<file path="src/rtl/hex_capture_line_parser_defines.svh">
// Assertion macros shared by the parser RTL.
`ifndef HEX_CAPTURE_LINE_PARSER_DEFINES_SVH
`define HEX_CAPTURE_LINE_PARSER_DEFINES_SVH

// The consequent must hold in the same cycle as the antecedent.
`define HCLP_ASSERT_IMP(label, clk, rst, ante, cons) \
   label: assert property (@(posedge clk) disable iff (rst) (ante) |-> (cons)) \
      else $error("hex capture line parser check failed");

// The consequent must hold in the cycle after the antecedent.
`define HCLP_ASSERT_NXT(label, clk, rst, ante, cons) \
   label: assert property (@(posedge clk) disable iff (rst) (ante) |=> (cons)) \
      else $error("hex capture line parser check failed");

`endif

</file>
<file path="src/rtl/hclp_pkg.sv">
package hclp_pkg;

   localparam int COUNT_WIDTH     = 16;
   localparam int OUT_COUNT_WIDTH = 16;
   localparam int RSP_DATA_WIDTH  = 48;

   localparam logic [7:0] CHAR_SPACE = 8'h20;
   localparam logic [7:0] CHAR_TAB   = 8'h09;
   localparam logic [7:0] CHAR_LF    = 8'h0A;
   localparam logic [7:0] CHAR_CR    = 8'h0D;
   localparam logic [7:0] CHAR_HASH  = 8'h23;
   localparam logic [7:0] CHAR_C     = 8'h43;
   localparam logic [7:0] CHAR_S     = 8'h53;
   localparam logic [7:0] CHAR_ZERO  = 8'h30;
   localparam logic [7:0] CHAR_X_UP  = 8'h58;
   localparam logic [7:0] CHAR_X_LOW = 8'h78;

   localparam int EF_DIR   = 0;
   localparam int EF_FORM  = 1;
   localparam int EF_OPHEX = 2;
   localparam int EF_LARGE = 3;
   localparam int EF_PAYHEX = 4;

   typedef enum logic [3:0] {
      PH_LSTART,
      PH_COMMENT,
      PH_PRE_DIR,
      PH_DIR,
      PH_PRE_OP,
      PH_OP,
      PH_PRE_PAY,
      PH_PAY,
      PH_REST
   } phase_type;

   typedef enum logic [2:0] {
      ST_OK,
      ST_SKIPPED,
      ST_BAD_DIR,
      ST_BAD_FORM,
      ST_OP_NONHEX,
      ST_OP_LARGE,
      ST_ODD_PAYLOAD,
      ST_PAY_NONHEX
   } status_type;

   typedef struct packed {
      phase_type              phase;
      logic [7:0]             dir_char;
      logic [1:0]             token_length;
      logic [31:0]            opcode_accumulator;
      logic [4:0]             error_flags;
      logic [3:0]             high_nibble;
      logic                   nibble_half;
      logic [COUNT_WIDTH-1:0] payload_count;
   } state_type;

   localparam state_type STATE_RESET = '{
      phase:              PH_LSTART,
      dir_char:           8'h00,
      token_length:       2'd0,
      opcode_accumulator: 32'h0,
      error_flags:        5'h00,
      high_nibble:        4'h0,
      nibble_half:        1'b0,
      payload_count:      '0
   };

   // Returns the digit value in the low four bits and a valid flag on top.
   function automatic logic [4:0] hex_digit(input logic [7:0] c);
      logic [4:0] r;
      r = 5'h00;
      if (c >= 8'h30 && c <= 8'h39) begin
         r = {1'b1, 4'(c - 8'h30)};
      end else if (c >= 8'h41 && c <= 8'h46) begin
         r = {1'b1, 4'(c - 8'h37)};
      end else if (c >= 8'h61 && c <= 8'h66) begin
         r = {1'b1, 4'(c - 8'h57)};
      end
      return r;
   endfunction

   function automatic logic is_ws(input logic [7:0] c);
      return (c == CHAR_SPACE) || (c >= 8'h09 && c <= 8'h0D);
   endfunction

   // Finishes the token or gap the line is in and moves to the next gap.
   function automatic state_type close_token(input state_type s);
      state_type r;
      r = s;
      case (s.phase)
         PH_PRE_DIR, PH_DIR: begin
            if (s.token_length != 2'd1 || (s.dir_char != CHAR_C && s.dir_char != CHAR_S)) begin
               r.error_flags[EF_DIR] = 1'b1;
            end
            r.phase = PH_PRE_OP;
            r.token_length = 2'd0;
         end
         PH_PRE_OP, PH_OP: begin
            if (s.token_length != 2'd3) begin
               r.error_flags[EF_FORM] = 1'b1;
            end
            if (|s.opcode_accumulator[31:16]) begin
               r.error_flags[EF_LARGE] = 1'b1;
            end
            r.phase = PH_PRE_PAY;
            r.token_length = 2'd0;
         end
         PH_PAY: begin
            r.phase = PH_REST;
         end
         default: begin
         end
      endcase
      return r;
   endfunction

endpackage

</file>
<file path="src/rtl/hex_capture_line_parser.sv">
// Throughput: one input word per cycle while rsp_tready is high; a result held by a low
// rsp_tready stalls the input once the input register is also full.
// Each word passes an input register, then parsing logic; results land in the result register.
// Reset is synchronous and active high; it clears the line state and both valid flags.
`include "hex_capture_line_parser_defines.svh"

module hex_capture_line_parser (
   input  logic                                clock,
   input  logic                                reset,
   input  logic                                req_tvalid,
   output logic                                req_tready,
   input  logic [7:0]                          req_tdata,  // [7:0] ch
   input  logic                                req_tlast,  // line_end
   output logic                                rsp_tvalid,
   input  logic                                rsp_tready,
   // [7:0] data_byte, [10:8] status, [11] dir_is_server, [27:12] opcode_value,
   // [43:28] byte_count, [47:44] zero
   output logic [hclp_pkg::RSP_DATA_WIDTH-1:0] rsp_tdata,
   output logic                                rsp_tuser   // kind
);
   import hclp_pkg::*;

   logic                       in_valid_ff;
   logic [7:0]                 ch_ff;
   logic                       last_ff;
   state_type                  state_ff;
   state_type                  state_in;
   logic                       out_free;
   logic                       advance;

   logic                       emit_in;
   logic                       kind_in;
   logic [7:0]                 byte_in;
   status_type                 status_in;
   logic                       server_in;
   logic [15:0]                opcode_in;
   logic [OUT_COUNT_WIDTH-1:0] count_in;
   logic [4:0]                 digit;
   logic                       skip;
   logic [32:0]                count_wide;

   logic                       rsp_valid_ff;
   logic                       kind_ff;
   logic [7:0]                 byte_ff;
   status_type                 status_ff;
   logic                       server_ff;
   logic [15:0]                opcode_ff;
   logic [OUT_COUNT_WIDTH-1:0] count_ff;

   assign out_free   = !rsp_valid_ff || rsp_tready;
   assign advance    = in_valid_ff && out_free;
   assign req_tready = !in_valid_ff || out_free;

   assign digit      = hex_digit(ch_ff);
   assign count_wide = 33'(state_ff.payload_count);

   always_comb begin
      state_in  = state_ff;
      emit_in   = 1'b0;
      kind_in   = 1'b0;
      byte_in   = 8'h00;
      status_in = ST_OK;
      server_in = 1'b0;
      opcode_in = 16'h0000;
      count_in  = '0;
      skip      = 1'b0;
      if (last_ff) begin
         emit_in = 1'b1;
         kind_in = 1'b1;
         if (state_in.phase == PH_LSTART || state_in.phase == PH_COMMENT) begin
            status_in = ST_SKIPPED;
         end else begin
            if (state_in.phase == PH_PRE_DIR || state_in.phase == PH_DIR) begin
               state_in = close_token(state_in);
            end
            if (state_in.phase == PH_PRE_OP || state_in.phase == PH_OP) begin
               state_in = close_token(state_in);
            end
            if (state_in.error_flags[EF_DIR]) begin
               status_in = ST_BAD_DIR;
            end else if (state_in.error_flags[EF_FORM]) begin
               status_in = ST_BAD_FORM;
            end else if (state_in.error_flags[EF_OPHEX]) begin
               status_in = ST_OP_NONHEX;
            end else if (state_in.error_flags[EF_LARGE]) begin
               status_in = ST_OP_LARGE;
            end else if (state_in.nibble_half) begin
               status_in = ST_ODD_PAYLOAD;
            end else if (state_in.error_flags[EF_PAYHEX]) begin
               status_in = ST_PAY_NONHEX;
            end
            if (!state_in.error_flags[EF_DIR] && state_in.dir_char == CHAR_S) begin
               server_in = 1'b1;
            end
            if (status_in == ST_OK) begin
               opcode_in = state_in.opcode_accumulator[15:0];
            end
         end
         count_in = (|count_wide[32:OUT_COUNT_WIDTH]) ? '1 : count_wide[OUT_COUNT_WIDTH-1:0];
         state_in = STATE_RESET;
      end else begin
         if (state_in.phase == PH_LSTART) begin
            if (ch_ff == CHAR_SPACE || ch_ff == CHAR_TAB || ch_ff == CHAR_CR ||
                ch_ff == CHAR_LF) begin
               skip = 1'b1;
            end else if (ch_ff == CHAR_HASH) begin
               state_in.phase = PH_COMMENT;
               skip = 1'b1;
            end else begin
               state_in.phase = PH_PRE_DIR;
            end
         end
         if (skip || state_in.phase == PH_COMMENT || state_in.phase == PH_REST) begin
         end else if (is_ws(ch_ff)) begin
            if (state_in.phase == PH_DIR || state_in.phase == PH_OP ||
                state_in.phase == PH_PAY) begin
               state_in = close_token(state_in);
            end
         end else begin
            if (state_in.phase == PH_PRE_DIR) begin
               state_in.phase = PH_DIR;
            end else if (state_in.phase == PH_PRE_OP) begin
               state_in.phase = PH_OP;
            end else if (state_in.phase == PH_PRE_PAY) begin
               state_in.phase = PH_PAY;
            end
            if (state_in.phase == PH_DIR) begin
               if (state_in.token_length == 2'd0) begin
                  state_in.dir_char = ch_ff;
               end
               if (state_in.token_length != 2'd3) begin
                  state_in.token_length = state_in.token_length + 2'd1;
               end
            end else if (state_in.phase == PH_OP) begin
               if (state_in.token_length == 2'd0) begin
                  if (ch_ff != CHAR_ZERO) begin
                     state_in.error_flags[EF_FORM] = 1'b1;
                  end
               end else if (state_in.token_length == 2'd1) begin
                  if (ch_ff != CHAR_X_LOW && ch_ff != CHAR_X_UP) begin
                     state_in.error_flags[EF_FORM] = 1'b1;
                  end
               end else if (!digit[4]) begin
                  state_in.error_flags[EF_OPHEX] = 1'b1;
               end else begin
                  state_in.opcode_accumulator = {state_in.opcode_accumulator[27:0], digit[3:0]};
               end
               if (state_in.token_length != 2'd3) begin
                  state_in.token_length = state_in.token_length + 2'd1;
               end
            end else begin
               if (!digit[4]) begin
                  state_in.error_flags[EF_PAYHEX] = 1'b1;
               end
               if (!state_in.nibble_half) begin
                  state_in.high_nibble = digit[4] ? digit[3:0] : 4'h0;
                  state_in.nibble_half = 1'b1;
               end else begin
                  state_in.nibble_half = 1'b0;
                  if (state_in.error_flags == 5'h00) begin
                     if (state_in.payload_count != '1) begin
                        state_in.payload_count = state_in.payload_count + COUNT_WIDTH'(1);
                     end
                     emit_in = 1'b1;
                     byte_in = {state_in.high_nibble, digit[3:0]};
                  end
               end
            end
         end
      end
   end

   always_ff @(posedge clock) begin
      if (reset) begin
         in_valid_ff <= 1'b0;
      end else if (req_tvalid && req_tready) begin
         in_valid_ff <= 1'b1;
      end else if (advance) begin
         in_valid_ff <= 1'b0;
      end
   end

   always_ff @(posedge clock) begin
      if (req_tvalid && req_tready) begin
         ch_ff   <= req_tdata;
         last_ff <= req_tlast;
      end
   end

   always_ff @(posedge clock) begin
      if (reset) begin
         state_ff <= STATE_RESET;
      end else if (advance) begin
         state_ff <= state_in;
      end
   end

   always_ff @(posedge clock) begin
      if (reset) begin
         rsp_valid_ff <= 1'b0;
      end else if (advance && emit_in) begin
         rsp_valid_ff <= 1'b1;
      end else if (rsp_tready) begin
         rsp_valid_ff <= 1'b0;
      end
   end

   always_ff @(posedge clock) begin
      if (advance && emit_in) begin
         kind_ff   <= kind_in;
         byte_ff   <= byte_in;
         status_ff <= status_in;
         server_ff <= server_in;
         opcode_ff <= opcode_in;
         count_ff  <= count_in;
      end
   end

   assign rsp_tvalid = rsp_valid_ff;
   assign rsp_tuser  = kind_ff;
   assign rsp_tdata  = {4'h0, count_ff, opcode_ff, server_ff, status_ff, byte_ff};

   `HCLP_ASSERT_IMP(a_byte_fields_zero, clock, reset, rsp_tvalid && !rsp_tuser,
                    rsp_tdata[47:8] == 40'h0)
   `HCLP_ASSERT_IMP(a_opcode_only_ok, clock, reset,
                    rsp_tvalid && rsp_tuser && rsp_tdata[10:8] != ST_OK,
                    rsp_tdata[27:12] == 16'h0000)
   `HCLP_ASSERT_NXT(a_line_end_clears, clock, reset, advance && last_ff,
                    state_ff.phase == PH_LSTART && state_ff.payload_count == '0)
   `HCLP_ASSERT_IMP(a_line_start_clean, clock, reset, state_ff.phase == PH_LSTART,
                    !state_ff.nibble_half && state_ff.error_flags == 5'h00)

endmodule
</file>
<file path="config.mk">
export PLATFORM = sky130hd
export DESIGN_NAME = hex_capture_line_parser
export DESIGN_NICKNAME = d
export VERILOG_FILES = /design/src/rtl/hclp_pkg.sv /design/src/rtl/hex_capture_line_parser.sv
export VERILOG_INCLUDE_DIRS = /design/src /design/src/rtl
export SDC_FILE = /design/constraint.sdc
export NUM_CORES = 1
export LEC_CHECK = 0
export BUFFER_PORTS_ARGS = -buffer_cell sky130_fd_sc_hd__buf_2
export CELL_PAD_IN_SITES_DETAIL_PLACEMENT = 1
export CELL_PAD_IN_SITES_GLOBAL_PLACEMENT = 2
export CORE_MARGIN = 1.5
export CORE_UTILIZATION = 37
export DETAILED_ROUTE_END_ITERATION = 16
export GPL_TIMING_DRIVEN = 1
export PLACE_DENSITY = 0.85
export SLEW_MARGIN = 10
export SYNTH_ARGS = -nofsm -noshare
export SYNTH_HDL_FRONTEND = slang
export SYNTH_SLANG_ARGS = --single-unit
</file>
<file path="constraint.sdc">
create_clock -name clock -period 4.55 [get_ports clock]
set_input_delay 0.455 -clock clock [delete_from_list [all_inputs] [get_ports clock]]
set_output_delay 0.455 -clock clock [all_outputs]
set_load 0.05 [all_outputs]
</file>
* Yosys cells after proc, flatten, opt, wreduce, memory -nomap -nowiden *
Cells that the tools add are included.
Widths: inputs -> output; s select.

storage, ports and cells
  output and inout bits = 51
  word-level logic and storage cells = 272
  flip-flop bits (word level) = 128
  bits of input ports = 13

cells by class
  reductions and logical operators = 74
  $add $sub $neg = 5
  bitwise logic cells = 4
  $lt $le $gt $ge = 8
  equal/unequal tests = 52
  multiplexer cells = 106

operators with widths
  cell                   count
  $mux 72                6
  $mux 68                2
  $mux 32                3
  $mux 21                3
  $mux 60                1
  $mux 1                 50
  $mux 16                3
  $ne 8x7->1 const B     6
  $mux 47                1
  $mux 4                 11
  $eq 4x3->1 const B     10
  $mux 34                1
  $mux 33                1
  $reduce_or 16->1       2
  $eq 4x2->1 const B     7
  $reduce_bool 2->1      13
  $reduce_and 5->1       5
  $eq 8x4->1 const B     3
  $mux 3                 8
  $pmux 4 s3             2
  $reduce_and 8->1       3
  $ne 2x2->1 const B     10
  $mux 2                 9
  $add 16x1->16 const B  1
  other kinds (38)       88

* Longest topological paths before layout *
Gate-level depths: netlist of the first run.

  depth after elaboration = 30
  gate-level depth with buffers = 11

* Worst setup path after synthesis of the first run *
Ideal clock, no wire load.

  path type = register to register
  start point = register ch_ff[0]
  end point = register byte_ff[0] (enable)
  library setup time = 0.399 ns
  cell stages (with the launch flop) = 9
  required time = 4.151 ns
  period minus slack after synthesis = 3.351 ns
  buffers on the path = 0
  arrival time = 2.952 ns
  setup slack = 1.199 ns
  cell sequence = edfxtp_1 inv_1 ha_1 o21bai_1 a211oi_2 o2111ai_2 a21oi_1 o21ai_0 inv_1

on the way
  longest elaborated chain between the ends = 21
  elaborated cells on any way between the ends = 62
  classes of those cells = 8 x order compare; 12 x eq/ne; 30 x mux; 12 x reduce/logical

RTL lines
  item                                                                 RTL line                        source
  start, declared                                                      hex_capture_line_parser.sv:24   logic [7:0] ch_ff;
  start signal, assigned                                               hex_capture_line_parser.sv:185  ch_ff <= req_tdata;
  parallel branches: the longest is 18 deep, another holds $ge 8x7->1  --
  $mux 1 (*)                                                           hex_capture_line_parser.sv:113  if (skip || state_in.phase == PH_COMMENT || state_in.phase == PH_REST) begin
  $mux 1 (*)                                                           hex_capture_line_parser.sv:67   if (last_ff) begin
  $logic_and 1x1->1 (*)                                                hex_capture_line_parser.sv:209  if (advance && emit_in) begin
  end signal, assigned                                                 hex_capture_line_parser.sv:211  byte_ff <= byte_in;
  end, declared                                                        hex_capture_line_parser.sv:44   logic [7:0] byte_ff;

Mark *: on every way between the ends. The select of a mux whose other input is x is not followed.
A chain may end at the register's enable or synchronous reset.

* Final worst setup path of the first run *
  start point = register ch_ff[1]
  end point = register count_ff[11] (enable)

on the way
  longest elaborated chain between the ends = 21
  elaborated cells on any way between the ends = 62
  classes of those cells = 8 x order compare; 12 x eq/ne; 30 x mux; 12 x reduce/logical

RTL lines
  item                                                                 RTL line                        source
  parallel branches: the longest is 18 deep, another holds $ge 8x7->1  --
  $mux 1 (*)                                                           hex_capture_line_parser.sv:113
  $mux 1 (*)                                                           hex_capture_line_parser.sv:67
  $logic_and 1x1->1 (*)                                                hex_capture_line_parser.sv:209
  end signal, assigned                                                 hex_capture_line_parser.sv:215  count_ff <= count_in;
  end, declared                                                        hex_capture_line_parser.sv:48   logic [OUT_COUNT_WIDTH-1:0] count_ff;

Marked as above.

==> results of run 1 <==
==> path summary, 6_finish.rpt <==
path	endpoint	start	cells past startpoint	slack, ps
max reg2reg	count_ff[11]	ch_ff[1]	9	810
min	ch_ff[6]	req_tdata[6]	1	210
min reg2reg	state_ff[61]	state_ff[61]	1	470
max	count_ff[11]	ch_ff[1]	9	810
==> metrics by stage <==
step           cells  setup slack, ps  hold slack, ps  power (mW)
5_1_grt          864              566             192        2.87
3_5_place_dp     832              905             464        1.44
4_1_cts          864              877             194        2.80
3_3_place_gp     832             1150             450        1.44
2_1_floorplan    593             1200             434        1.39
6_report         864              809             210        2.78
==> kinds of logic (layout without fill, tap and decap cells) <==
group / count (synthesis) / count (layout)
fa+ha+maj: 9 / 9
buf+inv: 56 / 116
compound gates: 134 / 134
other cells: 1 / 4
mux: 11 / 11
flops: 128 / 128
xor+xnor: 4 / 4
simple gates: 247 / 247
==> synthesized netlist by cell type (13+ instances only) <==
library cell	count
inv_1	14
nor3_1	13
nand2_1	45
nand3_1	44
o21ai_0	47
dfxtp_1	74
and2_1	41
a21oi_1	29
edfxtp_1	54
nor2_1	32
clkbuf_1	27
==> worst max-delay path, stage by stage, from the launching register on <==
cell and delay [ps]:
edfxtp_1 500, inv_1 150, ha_1 240, o21bai_1 150
a211oi_2 560, o2111ai_2 230, a21oi_1 620, o21ai_0 320
clkinv_1 380, buf_12 260
==> cell usage in the layout, fill, tap and decap left out, drive strengths merged, types with 4 or more instances in the layout <==
cell type / n
a211oi: 4
and3: 11
a21oi: 29
nor4: 8
nor2: 32
buf: 69
and2: 41
nand2: 45
inv: 14
conb: 4
mux2i: 10
nor3: 13
ha: 9
dfxtp: 74
o31ai: 8
nand2b: 6
or4: 9
a31oi: 5
nand4: 11
and4: 4
a22o: 11
o21ai: 47
or3: 9
clkbuf: 22
edfxtp: 54
nand3: 44
o2111ai: 4
clkinv: 6
==> cell type report <==
cell class                 count  share of cell area (%)
multi-input combinational    409                    36.4
clock buffer                  22                    6.43
inverter                      15                   0.816
tap                          211                    3.82
sequential                   128                    45.0
clock inverter                10                    1.99
timing repair buffer          69                    5.55
==> per-layer routing <==
metal	up-vias	share of wire [%]	wire [microns]
met3	25	4.1	619
met4	0	2.4	361
met1	2283	46	6990
met5	-	0	0
met2	117	47	7100
li1	2269	-	-
==> power groups by stage <==
| stage | logic (mW) | registers (mW) | clock network, mW |
|---|---|---|---|
| global placement | 0.181 | 1.26 | 0 |
| global route | 0.201 | 1.24 | 1.43 |
| detailed placement | 0.185 | 1.26 | 0 |
| floorplan | 0.107 | 1.28 | 0 |
| CTS | 0.186 | 1.24 | 1.38 |
| finish | 0.185 | 1.24 | 1.36 |
==> registers in the layout (all words and copies together), names as in the netlist <==
register and count:
ch_ff 8, opcode_ff 16, server_ff 1, count_ff 16, state_ff 56, byte_ff 8
count_wide 16, last_ff 1, rsp_tuser 1, status_ff 3, in_valid_ff 1, rsp_tvalid 1
==> flow_metrics.py, run 1 <==
metrics = {
    "sta": {
        "finalHoldViolCount": 0,
        "worst_pin_slew_ps": 1120,
        "finalCritPeriodShare_pct": 82.2,
        "slew_violations": 0,
        "tns_ps": 0,
        "max_freq_ghz": 0.267,
        "period_needed_ps": 3740,
        "maxSlewHeadroom_pct": 24.5,
        "finalSetupViolations": 0,
        "rsz0062_at_grt": "false",
        "finalClockSkew_ps": 10.5,
    },
    "cells_and_area": {
        "drive_gt1_share_pct": 16.1,
        "multi_input_area_sq_um": 2510,
        "fin_nets": 662,
        "final_util_pct": 45.1,
        "n_antenna_cell": 0,
        "regArea_sq_um": 3100,
        "fillers": 1742,
        "syn2layout_area_growth_pct": 17.9,
        "fin_area_sq_um": 6900,
    },
    "clocking": {
        "h-tree-depth": 4,
        "insertion_delay_ps": 420,
        "clk_pin_slew_ps": 50,
        "clkSinkCount": 128,
        "clockRootBuffer": "clkbuf_16",
        "post-cts-setup-buffers": 0,
        "cts_resized": 0,
        "postCtsHoldBufs": 0,
        "cts_tree": "done",
        "cts_inserted_buffers": 17,
        "cts_max_path_buffers": 2,
    },
    "placed_design": {
        "place_hpwl_microns": 10300,
        "placed_cell_area_sq_um": 6320,
        "port_buffers": 59,
        "place.gp.congestion": 0.899,
    },
    "logic_synthesis": {
        "synth-edff-count": 54,
        "muxShareOfSynthArea_pct": 1.90,
        "yosysSeqAreaShare_pct": 53.0,
        "synth_cells": 590,
        "syn_area_sq_um": 5850,
        "synth-compound-area-share_pct": 15.1,
        "avgSynthCellArea_sq_um": 9.92,
        "yosysWarnings": 0,
        "synth-seq-cells": 128,
        "synthTopCellsByArea": "edfxtp_1, dfxtp_1, and2_1",
        "synth_simple_gate_area_share_pct": 23.0,
        "synth_top_family_by_area": "simple AND/OR/NAND/NOR gates",
        "synth-async-reset-ratio_pct": 0,
        "synthAdderAreaFrac_pct": 1.92,
        "netlist.top_cell.by_area": "edfxtp_1",
        "synth_cell_types": 64,
        "synth_top_area_share_pct": 27.7,
        "synthFlopType": "dfxtp_1",
        "synth_xor_area_share_pct": 0.599,
    },
    "routing": {
        "routed_via_density": 5.43,
        "drtAntennaViolNets": 0,
        "drc": 0,
        "vias": 4694,
        "drt_wl_total_microns": 15100,
        "drt_iter0_drc": 267,
        "drtPass1Iterations": 5,
        "wl_per_cell_microns": 17.4,
    },
    "setup_path": {
        "critPathKind": "flip-flop to flip-flop",
        "crit_fanout": 32,
        "worstSetupEndpointType": "flip-flop",
        "crit_arrival_ps": 3850,
        "start_kind": "flip-flop",
        "required_ps": 4660,
    },
    "floorplanning": {
        "ioPinCount": 64,
        "die_area_sq_um": 16600,
        "initial_core_util_pct": 38.2,
        "die_height_microns": 129,
        "rows": 45,
        "core_region_area_sq_um": 15300,
        "die_width_microns": 129,
    },
    "global_routing": {
        "grt.overflow.total": 0,
        "met1_usage_pct": 24.8,
        "groute.usage.overall_pct": 19.4,
        "use_met3_pct": 4.66,
        "grt_pass1_wl_microns": 24700,
        "grt_util_met2_pct": 31.3,
        "grt_pass1_vias": 4775,
        "top_usage_layer": "met2",
        "grt_max_degree": 35,
        "antenna_found_initial": 0,
    },
    "power_and_ir_drop": {
        "combPwrFrac_pct": 6.7,
        "ir_drop_v": 0.000261,
        "pwr_density_cell_nw_per_um2": 402,
        "switching_share_pct": 23.5,
        "internal-power_mw": 2.12,
        "switchingPower_uw": 653,
        "p_leak_nw": 2.51,
        "pwr-share-clk_pct": 48.8,
        "seqPwrFrac_pct": 44.5,
    },
    "job": {
        "drv_cap": 0,
    },
    "status": {
        "status": "complete, no violations",
    },
    "worst_hold_path": {
        "hold_path.class": "input pin to flip-flop",
    },
}
(Power assumes the default switching activity.)
==> run 2: changes to the inputs <==
--- a/config.mk
+++ b/config.mk
@@ -6,14 +6,15 @@
 export SDC_FILE = /design/constraint.sdc
 export NUM_CORES = 1
 export LEC_CHECK = 0
+export ABC_AREA = 1
 export BUFFER_PORTS_ARGS = -buffer_cell sky130_fd_sc_hd__buf_2
 export CELL_PAD_IN_SITES_DETAIL_PLACEMENT = 1
 export CELL_PAD_IN_SITES_GLOBAL_PLACEMENT = 2
 export CORE_MARGIN = 1.5
-export CORE_UTILIZATION = 37
+export CORE_UTILIZATION = 35
 export DETAILED_ROUTE_END_ITERATION = 16
 export GPL_TIMING_DRIVEN = 1
-export PLACE_DENSITY = 0.85
+export PLACE_DENSITY = 0.86
 export SLEW_MARGIN = 10
 export SYNTH_ARGS = -nofsm -noshare
 export SYNTH_HDL_FRONTEND = slang
==> constraint.sdc (replaced) <==
create_clock -name clock -period 3.9 [get_ports clock]
set_input_delay 0.39 -clock clock [delete_from_list [all_inputs] [get_ports clock]]
set_output_delay 0.39 -clock clock [all_outputs]
set_load 0.05 [all_outputs]
==> flow_metrics.py, run 2 <==
metrics = {
    "status": {
        "status": "complete, no violations",
    },
    "logic_synthesis": {
        "syn_area_sq_um": 6470,
        "synth-edff-count": 54,
        "yosysWarnings": 0,
        "yosysSeqAreaShare_pct": 48.0,
        "netlist.top_cell.by_area": "edfxtp_1",
        "synthTopCellsByArea": "edfxtp_1, dfxtp_1, nand2_1",
        "avgSynthCellArea_sq_um": 7.81,
        "synth_cells": 829,
        "synth_top_area_share_pct": 25.1,
        "synth_cell_types": 42,
        "yosysMostFrequentCell": "nand2_1",
        "synth-seq-cells": 128,
        "synth_common_cells": "nand2_1, inv_1, nor2_1",
        "synth-async-reset-ratio_pct": 0,
        "synthFlopType": "dfxtp_1",
    },
    "routing": {
        "drtPass1Iterations": 6,
        "drtAntennaViolNets": 0,
        "drt_wl_total_microns": 17100,
        "drt_iter0_drc": 301,
        "wl_per_cell_microns": 15.3,
        "routed_via_density": 4.97,
        "drc": 0,
        "vias": 5573,
    },
    "power_and_ir_drop": {
        "pwr_density_cell_nw_per_um2": 460,
        "p_leak_nw": 2.89,
        "ir_drop_v": 0.000313,
    },
    "placed_design": {
        "dp_slack_ps": 942,
        "port_buffers": 59,
        "place_hpwl_microns": 12000,
        "place.gp.congestion": 0.845,
    },
    "clocking": {
        "clkSinkCount": 128,
        "cts_max_path_buffers": 2,
        "clk_pin_slew_ps": 60,
        "post-cts-setup-buffers": 0,
        "clockRootBuffer": "clkbuf_16",
        "cts_inserted_buffers": 17,
        "insertion_delay_ps": 430,
        "postCtsHoldBufs": 0,
        "cts_tree": "done",
        "cts_resized": 0,
        "h-tree-depth": 4,
    },
    "setup_path": {
        "cp_cell_sequence": "inv_1, ha_1, nand3_1, nand2_1, nand2_1, nand3_1, nor2_1, o21ai_2, nand2_1, nor2_1, o21ai_0, inv_2, buf_12",
        "start_kind": "flip-flop",
        "worstSetupEndpointType": "flip-flop",
        "crit_top_cell": "nand2_1",
        "crit_slowest_cell": "edfxtp_1",
        "critPathKind": "flip-flop to flip-flop",
        "crit_buf_inv": 3,
        "crit_fanout": 36,
        "critPathMaxStageDelay_ps": 430,
        "crit_arrival_ps": 3080,
        "crit_family": "simple AND/OR/NAND/NOR gates",
        "required_ps": 4010,
        "reg2reg_slack_ps": 940,
    },
    "sta": {
        "finalHoldViolCount": 0,
        "finalSetupViolations": 0,
        "period_needed_ps": 2960,
        "tns_ps": 0,
        "rsz0062_at_grt": "false",
        "maxSlewHeadroom_pct": 35.6,
        "max_freq_ghz": 0.338,
        "finalClockSkew_ps": 14.0,
        "slew_violations": 0,
        "fin_ws_ps": 938,
        "finalCritPeriodShare_pct": 76.0,
        "worst_pin_slew_ps": 960,
    },
    "global_routing": {
        "grt.overflow.total": 0,
        "groute.usage.overall_pct": 18.6,
        "grt_util_met2_pct": 31.3,
        "grt_max_degree": 65,
        "antenna_found_initial": 0,
        "grt_pass1_vias": 5678,
        "met1_usage_pct": 24.2,
        "use_met3_pct": 3.90,
        "grt_pass1_wl_microns": 29000,
        "top_usage_layer": "met2",
    },
    "cells_and_area": {
        "fin_nets": 901,
        "regMostFlops": "state_ff",
        "multi_input_area_sq_um": 2730,
        "fillers": 2272,
        "final_common_cell": "nand2_1",
        "syn2layout_area_growth_pct": 15.8,
        "drive_gt1_share_pct": 14.1,
        "regArea_sq_um": 3100,
        "n_antenna_cell": 0,
        "largest_reg_flops": 56,
        "final_cell_mix": "nand2_1, inv_1, nor2_1",
    },
    "worst_hold_path": {
        "hold_path.class": "input pin to flip-flop",
    },
    "floorplanning": {
        "initial_core_util_pct": 35.9,
        "ioPinCount": 64,
        "core_region_area_sq_um": 18000,
        "die_area_sq_um": 19300,
        "die_height_microns": 139,
        "rows": 49,
        "die_width_microns": 139,
    },
    "job": {
        "drv_cap": 0,
    },
}
## run 2: cell types whose count changed in the layout (fill, tap and decap cells not counted), sizes merged, moves of 10 or more
cell   change
nand2    +140
nor3      +18
nor2      +72
xor2      +11
o21ai     -25
mux2i     -10
and2      -41
nand3     +47
a21oi     +36
inv       +96
a22o      -11
and3      -11
## run 2: final timing paths
| kind | from | end | cells past startpoint |
|---|---|---|---|
| setup / recovery | ch_ff[1] | opcode_ff[4] | 13 |
| hold / removal | req_tlast | last_ff | 1 |
| setup reg to reg | ch_ff[1] | opcode_ff[4] | 13 |
| hold reg to reg | state_ff[56] | state_ff[56] | 2 |
## run 2: cell families after synthesis
group                    Yosys count  synth area share (%)
AND/OR/NAND/NOR                  438                  30.5
buffers and inverters            145                  10.1
adder cells (fa/ha/maj)            9                  1.74
flip-flops                       128                  48.0
AO/OA/AOI/OAI                     95                  7.93
XOR/XNOR                          13                  1.76
other                              1                0.0579
## run 2: per-layer routing
| metal | vias to the layer above | routed length (microns) |
|---|---|---|
| li1 | 2807 | - |
| met1 | 2669 | 8290 |
| met2 | 81 | 8140 |
| met3 | 16 | 496 |
| met4 | 0 | 219 |
| met5 | - | 0 |
## run 2: cell type report
type | count | area share, %
Clock buffer | 18 | 5.86
Inverter | 108 | 5.44
Timing Repair Buffer | 65 | 4.71
Clock inverter | 14 | 2.39
Multi-Input combinational cell | 559 | 36.4
Tap cell | 229 | 3.82
Sequential cell | 128 | 41.4
## run 2: power by group
| group | leakage [nW] | switching (mW) | internal, mW |
|---|---|---|---|
| sequential | 1.10 | 0.0235 | 1.43 |
| clock | 0.296 | 0.644 | 1.03 |
| combinational | 1.49 | 0.248 | 0.0752 |
## run 2: per-stage QoR
stage / utilization, % / power, mW / std cells / hold WS, ps / area [sq um]
2_1_floorplan: - / 1.73 / 832 / 439 / 6480
3_3_place_gp: 38.2 / 1.80 / 1089 / 454 / 6880
3_5_place_dp: 38.2 / 1.80 / 1089 / 463 / 6880
4_1_cts: 41.6 / 3.48 / 1121 / 124 / 7500
5_1_grt: 41.6 / 3.58 / 1121 / 121 / 7500
6_report: 41.6 / 3.45 / 1121 / 129 / 7500
==> run 3: changes to the inputs <==
==> constraint.sdc (replaced) <==
create_clock -name clock -period 2.77 [get_ports clock]
set_input_delay 0.277 -clock clock [delete_from_list [all_inputs] [get_ports clock]]
set_output_delay 0.277 -clock clock [all_outputs]
set_load 0.05 [all_outputs]
==> flow_metrics.py, run 3 (synthesis results as in run 2) <==
metrics = {
    "status": {
        "status": "complete, no violations",
    },
    "cells_and_area": {
        "syn2layout_area_growth_pct": 18.4,
        "n_antenna_cell": 0,
        "final_common_cell": "nand2_1",
        "fillers": 2221,
        "fin_area_sq_um": 7660,
        "regMostFlops": "state_ff",
        "fin_nets": 919,
        "final_util_pct": 42.5,
        "final_cell_mix": "nand2_1, inv_1, nor2_1",
        "drive_gt1_share_pct": 15.9,
        "largest_reg_flops": 56,
    },
    "setup_path": {
        "worstSetupEndpointType": "flip-flop",
        "cp_cell_sequence": "inv_2, ha_1, nand3_2, nand3_1, nand2_2, nand2_2, inv_1, nor2_2, nand2_1, nor2_2, o21ai_2, clkinvlp_4, buf_12",
        "crit_arrival_ps": 2650,
        "critPathKind": "flip-flop to flip-flop",
        "start_kind": "flip-flop",
        "crit_fanout": 28,
        "crit_buf_inv": 4,
        "crit_family": "simple AND/OR/NAND/NOR gates",
        "required_ps": 2880,
        "crit_slowest_cell": "edfxtp_1",
        "critPathMaxStageDelay_ps": 450,
    },
    "sta": {
        "slew_violations": 0,
        "worst_pin_slew_ps": 718,
        "finalSetupViolations": 0,
        "maxSlewHeadroom_pct": 52.1,
        "whs_ps": 26.3,
        "finalHoldViolCount": 0,
        "period_needed_ps": 2540,
        "rsz0062_at_grt": "false",
        "finalClockSkew_ps": 8.16,
        "tns_ps": 0,
        "max_freq_ghz": 0.394,
        "finalCritPeriodShare_pct": 91.6,
    },
    "floorplanning": {
        "core_region_area_sq_um": 18000,
        "initial_core_util_pct": 35.9,
        "rows": 49,
        "ioPinCount": 64,
        "die_width_microns": 139,
        "die_area_sq_um": 19300,
        "die_height_microns": 139,
    },
    "placed_design": {
        "place.gp.congestion": 0.829,
        "place_hpwl_microns": 12300,
        "placed_cell_area_sq_um": 7020,
        "port_buffers": 59,
    },
    "power_and_ir_drop": {
        "ir_drop_v": 0.000428,
        "pwr_density_cell_nw_per_um2": 633,
        "p_leak_nw": 2.99,
        "power.total_mw": 4.85,
    },
    "global_routing": {
        "groute.usage.overall_pct": 18.6,
        "grt_pass1_wl_microns": 28900,
        "antenna_found_initial": 0,
        "grt_pass1_vias": 5557,
        "grt.overflow.total": 0,
        "grt_max_degree": 65,
    },
    "routing": {
        "routed_via_density": 4.98,
        "drtAntennaViolNets": 0,
        "wl_per_cell_microns": 15.3,
        "vias": 5670,
        "drt_wl_total_microns": 17400,
        "drtPass1Iterations": 4,
        "drt_iter0_drc": 309,
        "drc": 0,
    },
    "clocking": {
        "cts_inserted_buffers": 17,
        "clkSinkCount": 128,
        "insertion_delay_ps": 420,
        "cts_max_path_buffers": 2,
        "clk_pin_slew_ps": 60,
        "h-tree-depth": 4,
        "cts_tree": "done",
        "clockRootBuffer": "clkbuf_16",
    },
    "job": {
        "drv_cap": 0,
    },
    "worst_hold_path": {
        "hold_path.class": "input pin to flip-flop",
    },
}
## run 3: changes by cell type in the layout (fill, tap and decap cells not counted), moves of 2 or more
| cell | previous run | this run |
|---|---|---|
| buf_4 | 5 | 20 |
| buf_12 | 1 | 3 |
| clkbuf_1 | 0 | 2 |
| clkinv_2 | 3 | 5 |
## run 3: worst paths after layout
kind / cells past startpoint / slack [ps] / endpoint / startpoint
worst max-delay path: 13 / 230 / byte_ff[3] / ch_ff[1]
worst max register to register: 13 / 230 / byte_ff[3] / ch_ff[1]
worst min register to register: 2 / 470 / state_ff[22] / state_ff[22]
worst min-delay path: 1 / 30 / ch_ff[4] / req_tdata[4]
## run 3: metrics by stage
step,setup slack (ps),std cells
6_report,234,1139
5_1_grt,25.8,1139
4_1_cts,68.7,1136
3_5_place_dp,82.5,1104
3_3_place_gp,203,1104
2_1_floorplan,67.8,832
## run 3: timing repair
action | in CTS | in global routing
hold endpoints to repair | 0 | 0
hold buffers | 0 | 0
setup endpoints to repair | 0 | 54
buffers inserted | 0 | 3
resized for setup | 0 | 4
## run 3: metal layers
metal	GRT usage (%)	vias up	wire length, microns
li1	-	2845	-
met4	5.92	0	204
met5	0	-	0
met1	24.7	2721	8480
met3	3.31	13	543
met2	30.7	91	8170
## run 3: cell type report
cell class / instances / area (sq um) / share of cell area [%]
clock buffer: 20 / 458 / 5.97
clock inverter: 12 / 155 / 2.02
inverter: 108 / 412 / 5.37
multi-input combinational: 559 / 2730 / 35.7
sequential: 128 / 3100 / 40.5
tap: 229 / 287 / 3.74
timing repair buffer: 83 / 517 / 6.74
## run 3: power breakdown
group / total (mW) / switching, mW / internal (mW) / leakage [nW]
Clock: 2.34 / 0.862 / 1.47 / 0.296
Sequential: 2.04 / 0.0324 / 2.01 / 1.10
Combinational: 0.477 / 0.353 / 0.124 / 1.59
Total: 4.85 / 1.25 / 3.61 / 2.99
